--- config.mk ---
export PLATFORM = sky130hd
export DESIGN_NAME = circular_queue_reorder_core
export DESIGN_NICKNAME = d
export VERILOG_FILES = /design/src/rtl/cqr_pkg.sv /design/src/rtl/circular_queue_reorder_core.sv /design/src/rtl/cqr_ram.sv
export SDC_FILE = /design/constraint.sdc
export NUM_CORES = 1
export LEC_CHECK = 0
export BUFFER_PORTS_ARGS = -buffer_cell sky130_fd_sc_hd__buf_2
export CAP_MARGIN = 20
export CELL_PAD_IN_SITES_DETAIL_PLACEMENT = 1
export CELL_PAD_IN_SITES_GLOBAL_PLACEMENT = 1
export CORE_UTILIZATION = 59
export DETAILED_ROUTE_END_ITERATION = 8
export GPL_TIMING_DRIVEN = 0
export PLACE_DENSITY = 0.9
export SETUP_SLACK_MARGIN = 0.02
export SLEW_MARGIN = 20
export SYNTH_ARGS = -nofsm -noshare
export SYNTH_HDL_FRONTEND = slang
export SYNTH_HIERARCHICAL = 1
export SYNTH_SLANG_ARGS = --single-unit
--- constraint.sdc ---
create_clock -name clk_i -period 14.1 [get_ports clk_i]
set_input_delay 2.115 -clock clk_i [delete_from_list [all_inputs] [get_ports clk_i]]
set_output_delay 2.115 -clock clk_i [all_outputs]
set_load 0.005 [all_outputs]
--- src/rtl/cqr_pkg.sv ---
`default_nettype none

package cqr_pkg;

  localparam int unsigned DEPTH  = 16;
  localparam int unsigned IDX_W  = $clog2(DEPTH);
  localparam int unsigned CNT_W  = $clog2(DEPTH + 1);
  localparam int unsigned DATA_W = 32;
  localparam int unsigned CMD_W  = 2;
  localparam int unsigned K_W    = 5;
  localparam int unsigned OCC_W  = 5;
  localparam int unsigned STAT_W = 3;
  localparam int unsigned CMP_W  = (CNT_W > K_W) ? CNT_W : K_W;

  localparam logic [DATA_W-1:0] POP_EMPTY = '1;

  typedef enum logic [CMD_W-1:0] {
    CMD_ENQ   = 2'd0,
    CMD_DEQ   = 2'd1,
    CMD_REV   = 2'd2,
    CMD_ILEAV = 2'd3
  } cmd_e;

  typedef enum logic [STAT_W-1:0] {
    ST_OK    = 3'd0,
    ST_FULL  = 3'd1,
    ST_EMPTY = 3'd2,
    ST_BADK  = 3'd3,
    ST_ODD   = 3'd4
  } status_e;

endpackage

`default_nettype wire

--- src/rtl/circular_queue_reorder_core.sv ---
`default_nettype none

// Channel | Direction | Handshake                 | Payload
// in      | input     | in_valid_i / in_stall_o   | cmd_i, push_value_i, reverse_count_i
// out     | output    | out_valid_o / out_stall_i | pop_value_o, status_o, occupancy_o
//
// Enqueue, rejected commands and an empty interleave go to S_RESP, which loads the
// result; dequeue reads the store in S_POP first. Reverse of k entries or interleave
// the whole queue runs S_COPY, then S_WBACK: each entry is copied out to a scratch
// RAM and written back permuted, one per cycle, bounded by each RAM's one read port.
// Reset clears head, tail, count and handshake state; the store is not cleared.
// in_stall_o is high from accept until the result is loaded; a stalled result waits
// in the output register while the next item is accepted.

module circular_queue_reorder_core
  import cqr_pkg::*;
(
  input  wire logic                     clk_i,
  input  wire logic                     rst_ni,
  input  wire logic                     in_valid_i,
  output logic                          in_stall_o,
  input  wire logic [CMD_W-1:0]         cmd_i,
  input  wire logic signed [DATA_W-1:0] push_value_i,
  input  wire logic [K_W-1:0]           reverse_count_i,
  output logic                          out_valid_o,
  input  wire logic                     out_stall_i,
  output logic signed [DATA_W-1:0]      pop_value_o,
  output logic [STAT_W-1:0]             status_o,
  output logic [OCC_W-1:0]              occupancy_o
);

  typedef enum logic [2:0] {
    S_IDLE,
    S_POP,
    S_COPY,
    S_WBACK,
    S_RESP
  } state_e;

  state_e              state_q;
  logic [IDX_W-1:0]    head_q;
  logic [IDX_W-1:0]    tail_q;
  logic [CNT_W-1:0]    count_q;
  logic [CNT_W-1:0]    n_q;
  logic [CNT_W-1:0]    j_q;
  logic [CNT_W-1:0]    pw_idx_q;
  logic                pw_valid_q;
  logic                is_rev_q;
  logic [DATA_W-1:0]   res_pop_q;
  status_e             res_status_q;

  logic                accept;
  logic                full;
  logic                empty;
  logic [CMP_W-1:0]    k_ext;
  logic [CMP_W-1:0]    cnt_ext;
  logic [CNT_W-1:0]    perm;
  logic                more;

  logic                st_we;
  logic [IDX_W-1:0]    st_waddr;
  logic [DATA_W-1:0]   st_wdata;
  logic                st_re;
  logic [IDX_W-1:0]    st_raddr;
  logic [DATA_W-1:0]   st_rdata;
  logic                sc_we;
  logic [IDX_W-1:0]    sc_waddr;
  logic                sc_re;
  logic [IDX_W-1:0]    sc_raddr;
  logic [DATA_W-1:0]   sc_rdata;

  // physical index of the entry at offset off from the head
  function automatic logic [IDX_W-1:0] slot(input logic [IDX_W-1:0] head,
                                            input logic [CNT_W-1:0] off);
    logic [CNT_W:0] sum;
    sum = (CNT_W+1)'(head) + (CNT_W+1)'(off);
    if (sum >= (CNT_W+1)'(DEPTH)) begin
      sum = sum - (CNT_W+1)'(DEPTH);
    end
    return sum[IDX_W-1:0];
  endfunction

  function automatic logic [IDX_W-1:0] bump(input logic [IDX_W-1:0] idx);
    return (idx == IDX_W'(DEPTH - 1)) ? '0 : idx + 1'b1;
  endfunction

  assign in_stall_o = (state_q != S_IDLE);
  assign accept     = in_valid_i && !in_stall_o;
  assign full       = (count_q == CNT_W'(DEPTH));
  assign empty      = (count_q == '0);
  assign k_ext      = CMP_W'(reverse_count_i);
  assign cnt_ext    = CMP_W'(count_q);
  assign more       = (j_q < n_q);

  // write-back order: reversed block, or a1,b1,a2,b2,...
  always_comb begin
    if (is_rev_q) begin
      perm = n_q - 1'b1 - j_q;
    end else if (j_q[0]) begin
      perm = (n_q >> 1) + (j_q >> 1);
    end else begin
      perm = j_q >> 1;
    end
  end

  always_comb begin
    st_we    = 1'b0;
    st_waddr = tail_q;
    st_wdata = push_value_i;
    st_re    = 1'b0;
    st_raddr = head_q;
    sc_we    = 1'b0;
    sc_waddr = pw_idx_q[IDX_W-1:0];
    sc_re    = 1'b0;
    sc_raddr = perm[IDX_W-1:0];
    case (state_q)
      S_IDLE: begin
        if (accept && (cmd_i == CMD_ENQ) && !full) begin
          st_we = 1'b1;
        end
        if (accept && (cmd_i == CMD_DEQ) && !empty) begin
          st_re = 1'b1;
        end
      end
      S_COPY: begin
        st_re    = more;
        st_raddr = slot(head_q, j_q);
        sc_we    = pw_valid_q;
      end
      S_WBACK: begin
        sc_re    = more;
        st_we    = pw_valid_q;
        st_waddr = slot(head_q, pw_idx_q);
        st_wdata = sc_rdata;
      end
      default: begin
      end
    endcase
  end

  cqr_ram #(
    .WIDTH (DATA_W),
    .DEPTH (DEPTH)
  ) u_store (
    .clk_i   (clk_i),
    .we_i    (st_we),
    .waddr_i (st_waddr),
    .wdata_i (st_wdata),
    .re_i    (st_re),
    .raddr_i (st_raddr),
    .rdata_o (st_rdata)
  );

  cqr_ram #(
    .WIDTH (DATA_W),
    .DEPTH (DEPTH)
  ) u_scratch (
    .clk_i   (clk_i),
    .we_i    (sc_we),
    .waddr_i (sc_waddr),
    .wdata_i (st_rdata),
    .re_i    (sc_re),
    .raddr_i (sc_raddr),
    .rdata_o (sc_rdata)
  );

  always_ff @(posedge clk_i or negedge rst_ni) begin
    if (!rst_ni) begin
      state_q      <= S_IDLE;
      head_q       <= '0;
      tail_q       <= '0;
      count_q      <= '0;
      n_q          <= '0;
      j_q          <= '0;
      pw_idx_q     <= '0;
      pw_valid_q   <= 1'b0;
      is_rev_q     <= 1'b0;
      res_pop_q    <= '0;
      res_status_q <= ST_OK;
      out_valid_o  <= 1'b0;
      pop_value_o  <= '0;
      status_o     <= '0;
      occupancy_o  <= '0;
    end else begin
      // S_RESP handles the output register itself
      if (out_valid_o && !out_stall_i && (state_q != S_RESP)) begin
        out_valid_o <= 1'b0;
      end
      case (state_q)
        S_IDLE: begin
          if (accept) begin
            res_pop_q    <= '0;
            res_status_q <= ST_OK;
            j_q          <= '0;
            pw_valid_q   <= 1'b0;
            state_q      <= S_RESP;
            case (cmd_e'(cmd_i))
              CMD_ENQ: begin
                if (full) begin
                  res_status_q <= ST_FULL;
                end else begin
                  tail_q  <= bump(tail_q);
                  count_q <= count_q + 1'b1;
                end
              end
              CMD_DEQ: begin
                if (empty) begin
                  res_pop_q    <= POP_EMPTY;
                  res_status_q <= ST_EMPTY;
                end else begin
                  head_q  <= bump(head_q);
                  count_q <= count_q - 1'b1;
                  state_q <= S_POP;
                end
              end
              CMD_REV: begin
                if ((k_ext == '0) || (k_ext > cnt_ext)) begin
                  res_status_q <= ST_BADK;
                end else begin
                  n_q      <= CNT_W'(reverse_count_i);
                  is_rev_q <= 1'b1;
                  state_q  <= S_COPY;
                end
              end
              CMD_ILEAV: begin
                if (count_q[0]) begin
                  res_status_q <= ST_ODD;
                end else if (!empty) begin
                  n_q      <= count_q;
                  is_rev_q <= 1'b0;
                  state_q  <= S_COPY;
                end
              end
              default: begin
              end
            endcase
          end
        end
        S_POP: begin
          res_pop_q <= st_rdata;
          state_q   <= S_RESP;
        end
        S_COPY: begin
          // last scratch write lands in the cycle that j_q reaches n_q
          if (more) begin
            j_q        <= j_q + 1'b1;
            pw_idx_q   <= j_q;
            pw_valid_q <= 1'b1;
          end else begin
            j_q        <= '0;
            pw_valid_q <= 1'b0;
            state_q    <= S_WBACK;
          end
        end
        S_WBACK: begin
          if (more) begin
            j_q        <= j_q + 1'b1;
            pw_idx_q   <= j_q;
            pw_valid_q <= 1'b1;
          end else begin
            pw_valid_q <= 1'b0;
            state_q    <= S_RESP;
          end
        end
        S_RESP: begin
          if (!out_valid_o || !out_stall_i) begin
            out_valid_o <= 1'b1;
            pop_value_o <= res_pop_q;
            status_o    <= res_status_q;
            occupancy_o <= OCC_W'(count_q);
            state_q     <= S_IDLE;
          end
        end
        default: begin
          state_q <= S_IDLE;
        end
      endcase
    end
  end

endmodule

`default_nettype wire

--- src/rtl/cqr_ram.sv ---
`default_nettype none

module cqr_ram #(
  parameter int unsigned WIDTH = 32,
  parameter int unsigned DEPTH = 16
) (
  input  wire logic                     clk_i,
  input  wire logic                     we_i,
  input  wire logic [$clog2(DEPTH)-1:0] waddr_i,
  input  wire logic [WIDTH-1:0]         wdata_i,
  input  wire logic                     re_i,
  input  wire logic [$clog2(DEPTH)-1:0] raddr_i,
  output logic      [WIDTH-1:0]         rdata_o
);

  logic [WIDTH-1:0] mem_q [DEPTH];

  always_ff @(posedge clk_i) begin
    if (we_i) begin
      mem_q[waddr_i] <= wdata_i;
    end
    if (re_i) begin
      rdata_o <= mem_q[raddr_i];
    end
  end

endmodule

`default_nettype wire
# Word-level counts from Yosys, hierarchy flattened
# Memory sizes are Yosys's and may differ from the RTL's. A register that Yosys moved wholly into a read port is not among the register bits.
# Cells that the tools add are included.
word_totals:
  reg_bits: 109
  ram_bits: 1024
  input_bits: 43
  out_inout_bits: 42
  elab_cells: 151
  mem_count: 2
classes:
  n_addsub: 12
  order_cmp: 4
  n_eq_ne: 21
  n_mux: 59
  n_bitwise: 2
  reduce_logical: 36
memory_table:
  columns: ["name", "words", "width", "rd", "rd_ports_with_merged_regs", "write_ports", "line_no", "rtl"]
  rows:
  - ["u_scratch.mem_q", 16, 32, 1, 1, 1, "cqr_ram.sv:16", "logic [WIDTH-1:0] mem_q [DEPTH];"]
  - ["u_store.mem_q", 16, 32, 1, 1, 1, "cqr_ram.sv:16", null]
op_table:
  columns: ["operator", "count"]
  rows:
  - ["two-way mux 32 bit", 4]
  - ["case mux 32 bit (2 select lines)", 1]
  - ["two-way mux 5 bit", 8]
  - ["two-way mux 4 bit", 8]
  - ["two-way mux 3 bit", 9]
  - ["!= test 2 bit, second input constant", 10]
  - ["case mux 5 bit (2 select lines)", 2]
  - ["two-way mux 1 bit", 17]
  - ["case mux 3 bit (5 select lines)", 1]
  - ["case mux 5 bit (3 select lines)", 1]
  - ["adder 4 x 5 -> 6 bit", 2]
  - ["greater-or-equal comparator 6 x 5 -> 1 bit, second input constant", 2]
  - ["case mux 3 bit (4 select lines)", 1]
  - ["AND reduction 4 bit", 3]
  - ["subtractor 4 x 1 -> 4 bit, second input constant", 3]
  - ["adder 5 x 1 -> 5 bit, second input constant", 2]
  - ["logical NOT 5 bit", 2]
  - ["AND reduction 2 bit", 5]
  - ["case mux 3 bit (3 select lines)", 1]
  - ["adder 4 x 1 -> 4 bit, second input constant", 2]
  - ["equality test 4 bit, second input constant", 2]
  - ["case mux 1 bit (2 select lines)", 4]
  - ["nonzero test 2 bit", 4]
  - ["logical AND 1 bit", 7]
  - ["23 further kinds", 33]

# Longest topological paths before layout
logic_depth:
  depth_word: 9
  ltp_mapped: 12
  ltp_nobuf: 10

# By module
# Netlist, hierarchy kept.
modules_own_cells:
  columns: ["module", "instances", "cells_each", "area_each_um2", "seq_area_each_um2"]
  rows:
  - ["cqr_ram (u_scratch)", 1, 838, 20174.3, 16335.7]
  - ["cqr_ram (u_store)", 1, 838, 20155.6, 16335.7]
  - ["circular_queue_reorder_core", 1, 626, 5833.1, 2702.6]

# Worst setup path after synthesis
# Ideal clock, no wire load.
synth_timing:
  path_type: "input to register"
  startpoint: "in in_valid_i"
  endpoint: "mem u_store.mem_q[0][0] (enable)"
  setup_time_ns: 0.461
  arrival_ns: 6.006
  required_time_ns: 13.639
  setup_slack_ns: 7.633
  stages: 6
  n_path_buf: 1
  path_cell_list: "or4b_4 -> buf_6 -> a2111oi_4 -> a21o_1 -> or3b_2 -> nor3_1"
synth_between:
  elab_chain_cells: 7
synth_rtl:
  columns: ["element", "line_no", "rtl"]
  rows:
  - ["start, declared", "circular_queue_reorder_core.sv:20", "input wire logic in_valid_i,"]
  - ["logical AND 1 bit", "circular_queue_reorder_core.sv:88", "assign accept = in_valid_i && !in_stall_o;"]
  - ["logical AND 1 bit (2 in a row)", "circular_queue_reorder_core.sv:118", "if (accept && (cmd_i == CMD_ENQ) && !full) begin"]
  - ["two-way mux 1 bit", "circular_queue_reorder_core.sv:118", null]
  - ["case mux 1 bit (2 select lines)", "circular_queue_reorder_core.sv:116", "case (state_q)"]
  - ["net st_we", "circular_queue_reorder_core.sv:60", "logic st_we;"]
  - ["two-way mux 1 bit", "cqr_ram.sv:19", "if (we_i) begin"]
  - ["two-way mux 1 bit (implied by the code)", "cqr_ram.sv:20", "mem_q[waddr_i] <= wdata_i;"]
  - ["end, declared", "cqr_ram.sv:16", null]
# The timed path passes the listed nets, and every way through them passes these cells.

# Final worst setup path
layout_timing:
  startpoint: "in in_valid_i"
  endpoint: "mem u_store.mem_q[0][13] (enable)"
# Same word-level chain as after synthesis.

==> results.yml <==
clocking:
  cts.path.max_buffers: 3
  post_cts_buffers: 0
  worstSkewPairLatency_ps: 690
  htree_levels: 3
  cts_tree: "built"
  cts_hold_buf: 0
  clk_pin_slew_worst_paths_ps: 60
  postCtsResizedCells: 0
  cts_made_buffers: 112
  cts.sinks: 1196
  clock-root-buffer: "clkbuf_16"
routing:
  drc: 0
  wirelength_um: 151000
  vias: 27000
  first_iter_violations: 4142
  wl_per_cell_um: 40.8
  dr.pass1.iters: 5
  via_per_inst: 7.29
  ant_nets: 0
sta:
  slew_headroom: 0.312
  max_freq_ghz: 0.178
  tightest_slew_ps: 1030
  rsz0062_at_grt: "false"
  fin_crit_sh: 0.397
  report.final.slew_viol_count: 0
  fin_crit_ps: 5600
  finalSetupViolCount: 0
  tns_ps: 0
  skew_ps: 38.6
  hold_viol: 0
worst_setup_path:
  path_class: "primary input to flip-flop"
  critPathMaxStageDelay_ps: 720
  path_cells: "buf_2, or4b_4, buf_6, a2111oi_4, a21o_1, or3b_2, nor3_2, buf_4, buf_4, buf_4"
  required_ps: 14480
  critPathCaptureType: "flip-flop"
  cp_common_cell: "buf_4"
  path_max_fanout: 10
  start_kind: "primary input"
  critPathLaunch: "in_valid_i"
  crit_arrival_ps: 5990
  crit_slowest_cell: "a2111oi_4"
  rr_startpoint: "state_q[1]"
synthesis:
  synth_cells: 2302
  synth_sequential_area_ratio: 0.766
  yosysTopAreaCell: "edfxtp_1"
  yosys_most_used_dff: "edfxtp_1"
  synth_compound_area_frac: 0.0318
  synth-seq-cells: 1196
  synth_top_area_frac: 0.708
  syn_area_um2: 46200
  async_flop_share: 0.0903
  synth_xor_area_frac: 0.00304
  synth_area_leaders: "edfxtp_1, mux4_2, dfrtp_1, a22oi_1, nand2_1"
  syn_avg_cell_area_um2: 20.1
  synthAdderAreaFrac: 0.00949
  synth-edff-count: 1088
  synth_cell_type_count: 57
  yosys_warnings: 6
  synth_top_family_by_area: "multiplexers"
  synth_nets: 2377
  synthMuxAreaShare: 0.137
  synth_simple_gate_area_frac: 0.0377
flow_run:
  maxCapViolations: 0
placement:
  place_congestion: 0.837
  placed_area_um2: 49300
  numPortBuffers: 82
  dp_hpwl_um: 89700
power:
  ir_worst_vdd_v: 0.000165
  p_leak_nw: 17.8
  finalPower_mw: 12.9
  pwr_density_cell_nw_per_um2: 243
final_layout:
  nNetsFinal: 2642
  final_cell_mix: "edfxtp_1, mux4_2, nand2_1"
  drive_above_1_share: 0.257
  stdcell_area_um2: 52900
  nFillCells: 6051
  final_common_cell: "edfxtp_1"
  syn_to_final_growth_pct: 14.7
hold_path:
  hp-start: "pop_value_o[9]"
  hp-class: "flip-flop to flip-flop"
floorplanning:
  die_x_um: 282
  die_area_um2: 79400
  die_h_um: 282
  coreArea_um2: 77500
  io_pins: 85
  initial_core_util: 0.596
  std_cell_rows: 102
global_route:
  antenna_found_initial: 11
  grt_pass1_vias: 28300
  grt_usage: 0.393
  gr-total-overflow: 0
  grt_max_degree: 66
  grt_pass1_wl_um: 213000
outcome:
  status: "completed"
## metrics by stage
step / util / worst slack [ps] / hold slack [ps] / cells
floorplan: - / 7630 / 445 / 2302
global placement: 0.618 / 4790 / 461 / 3424
detailed placement: 0.636 / 8080 / 490 / 3493
CTS: 0.683 / 8630 / 507 / 3696
global route: 0.683 / 8440 / 532 / 3697
finish: 0.683 / 8500 / 504 / 3700
## metal layers
layer	vias to the layer above	track usage	part of all wire	wire length [µm]
met5	-	0	0.00036	55
met4	10	0.248	0.075	11300
met3	687	0.0896	0.11	16000
met2	2543	0.654	0.50	75500
met1	13900	0.469	0.32	48200
li1	9865	-	-	-
## synthesized netlist by cell type (3+ instances only)
| master | n |
|---|---|
| edfxtp_1 | 1088 |
| mux4_2 | 256 |
| nand2_1 | 234 |
| a22oi_1 | 128 |
| dfrtp_1 | 108 |
| nand3_1 | 75 |
| clkbuf_1 | 63 |
| mux2_2 | 41 |
| nor2_1 | 39 |
| o21ai_0 | 30 |
| ha_1 | 27 |
| inv_1 | 24 |
| buf_1 | 23 |
| buf_4 | 20 |
| a21oi_1 | 14 |
| buf_2 | 11 |
| mux2i_1 | 11 |
| nor3_1 | 11 |
| xnor2_1 | 10 |
| nand2b_1 | 8 |
| a21o_1 | 7 |
| nand3b_1 | 6 |
| xor2_1 | 6 |
| a31oi_1 | 5 |
| fa_1 | 5 |
| nor2b_1 | 5 |
| and2_1 | 4 |
| buf_6 | 4 |
| o22ai_1 | 3 |
## where the power goes
part / total (mW) / internal, mW / leakage [nW] / switching [mW]
clock: 3.13 / 1.75 / 1.77 / 1.38
combinational: 4.94 / 1.85 / 4.87 / 3.09
sequential: 4.81 / 4.44 / 11.2 / 0.369
## worst max-delay path, delay by kind of cell
| family | cells | cell delay [ps] |
|---|---|---|
| buf+inv | 5 | 1160 |
| compound gates | 2 | 980 |
| simple gates | 3 | 1720 |
## path summary, 6_finish.rpt
kind	to	slack, ps	cells past startpoint
setup / recovery	u_store/mem_q[0][13]	8500	10
hold / removal	pop_value_o[9]	500	1
setup reg to reg	u_store/mem_q[8][13]	9020	11
hold reg to reg	pop_value_o[9]	500	1
max in group asynchronous	tail_q[3]	12050	2
min in group asynchronous	pop_value_o[29]	1350	1
## state kept, by name (all words and copies together) (netlist names), 4 cells and up
name,flops
cnt_ext,5
head_q,4
j_q,5
n_q,5
occupancy_o,5
pop_value_o,32
pw_idx_q,4
res_pop_q,32
tail_q,4
u_scratch/mem_q,512
u_scratch/rdata_o,32
u_store/mem_q,512
u_store/rdata_o,32
## cells by family (layout without fill, tap and decap cells)
family                     count (synthesis)  in the layout
DFF                                     1196           1196
buffers and inverters                    146            500
AOI/OAI and AO/OA                        206            206
xor gates and xnor gates                  16             16
other                                      0              4
adders and majority gates                 32             32
muxes                                    308            308
and+or+nand+nor                          398            398
## final cells by class
| type | count | area, µm² | area share |
|---|---|---|---|
| Sequential cell | 1196 | 35400 | 0.668 |
| Multi-Input combinational cell | 960 | 10400 | 0.196 |
| Clock buffer | 148 | 3040 | 0.0575 |
| Timing Repair Buffer | 151 | 1580 | 0.0299 |
| Tap cell | 1040 | 1300 | 0.0246 |
| Clock inverter | 55 | 606 | 0.0114 |
| Buffer | 121 | 573 | 0.0108 |
| Inverter | 25 | 93.8 | 0.00177 |
| Antenna cell | 4 | 10.0 | 0.000189 |
No activity file was read; power rests on OpenSTA's default activity.
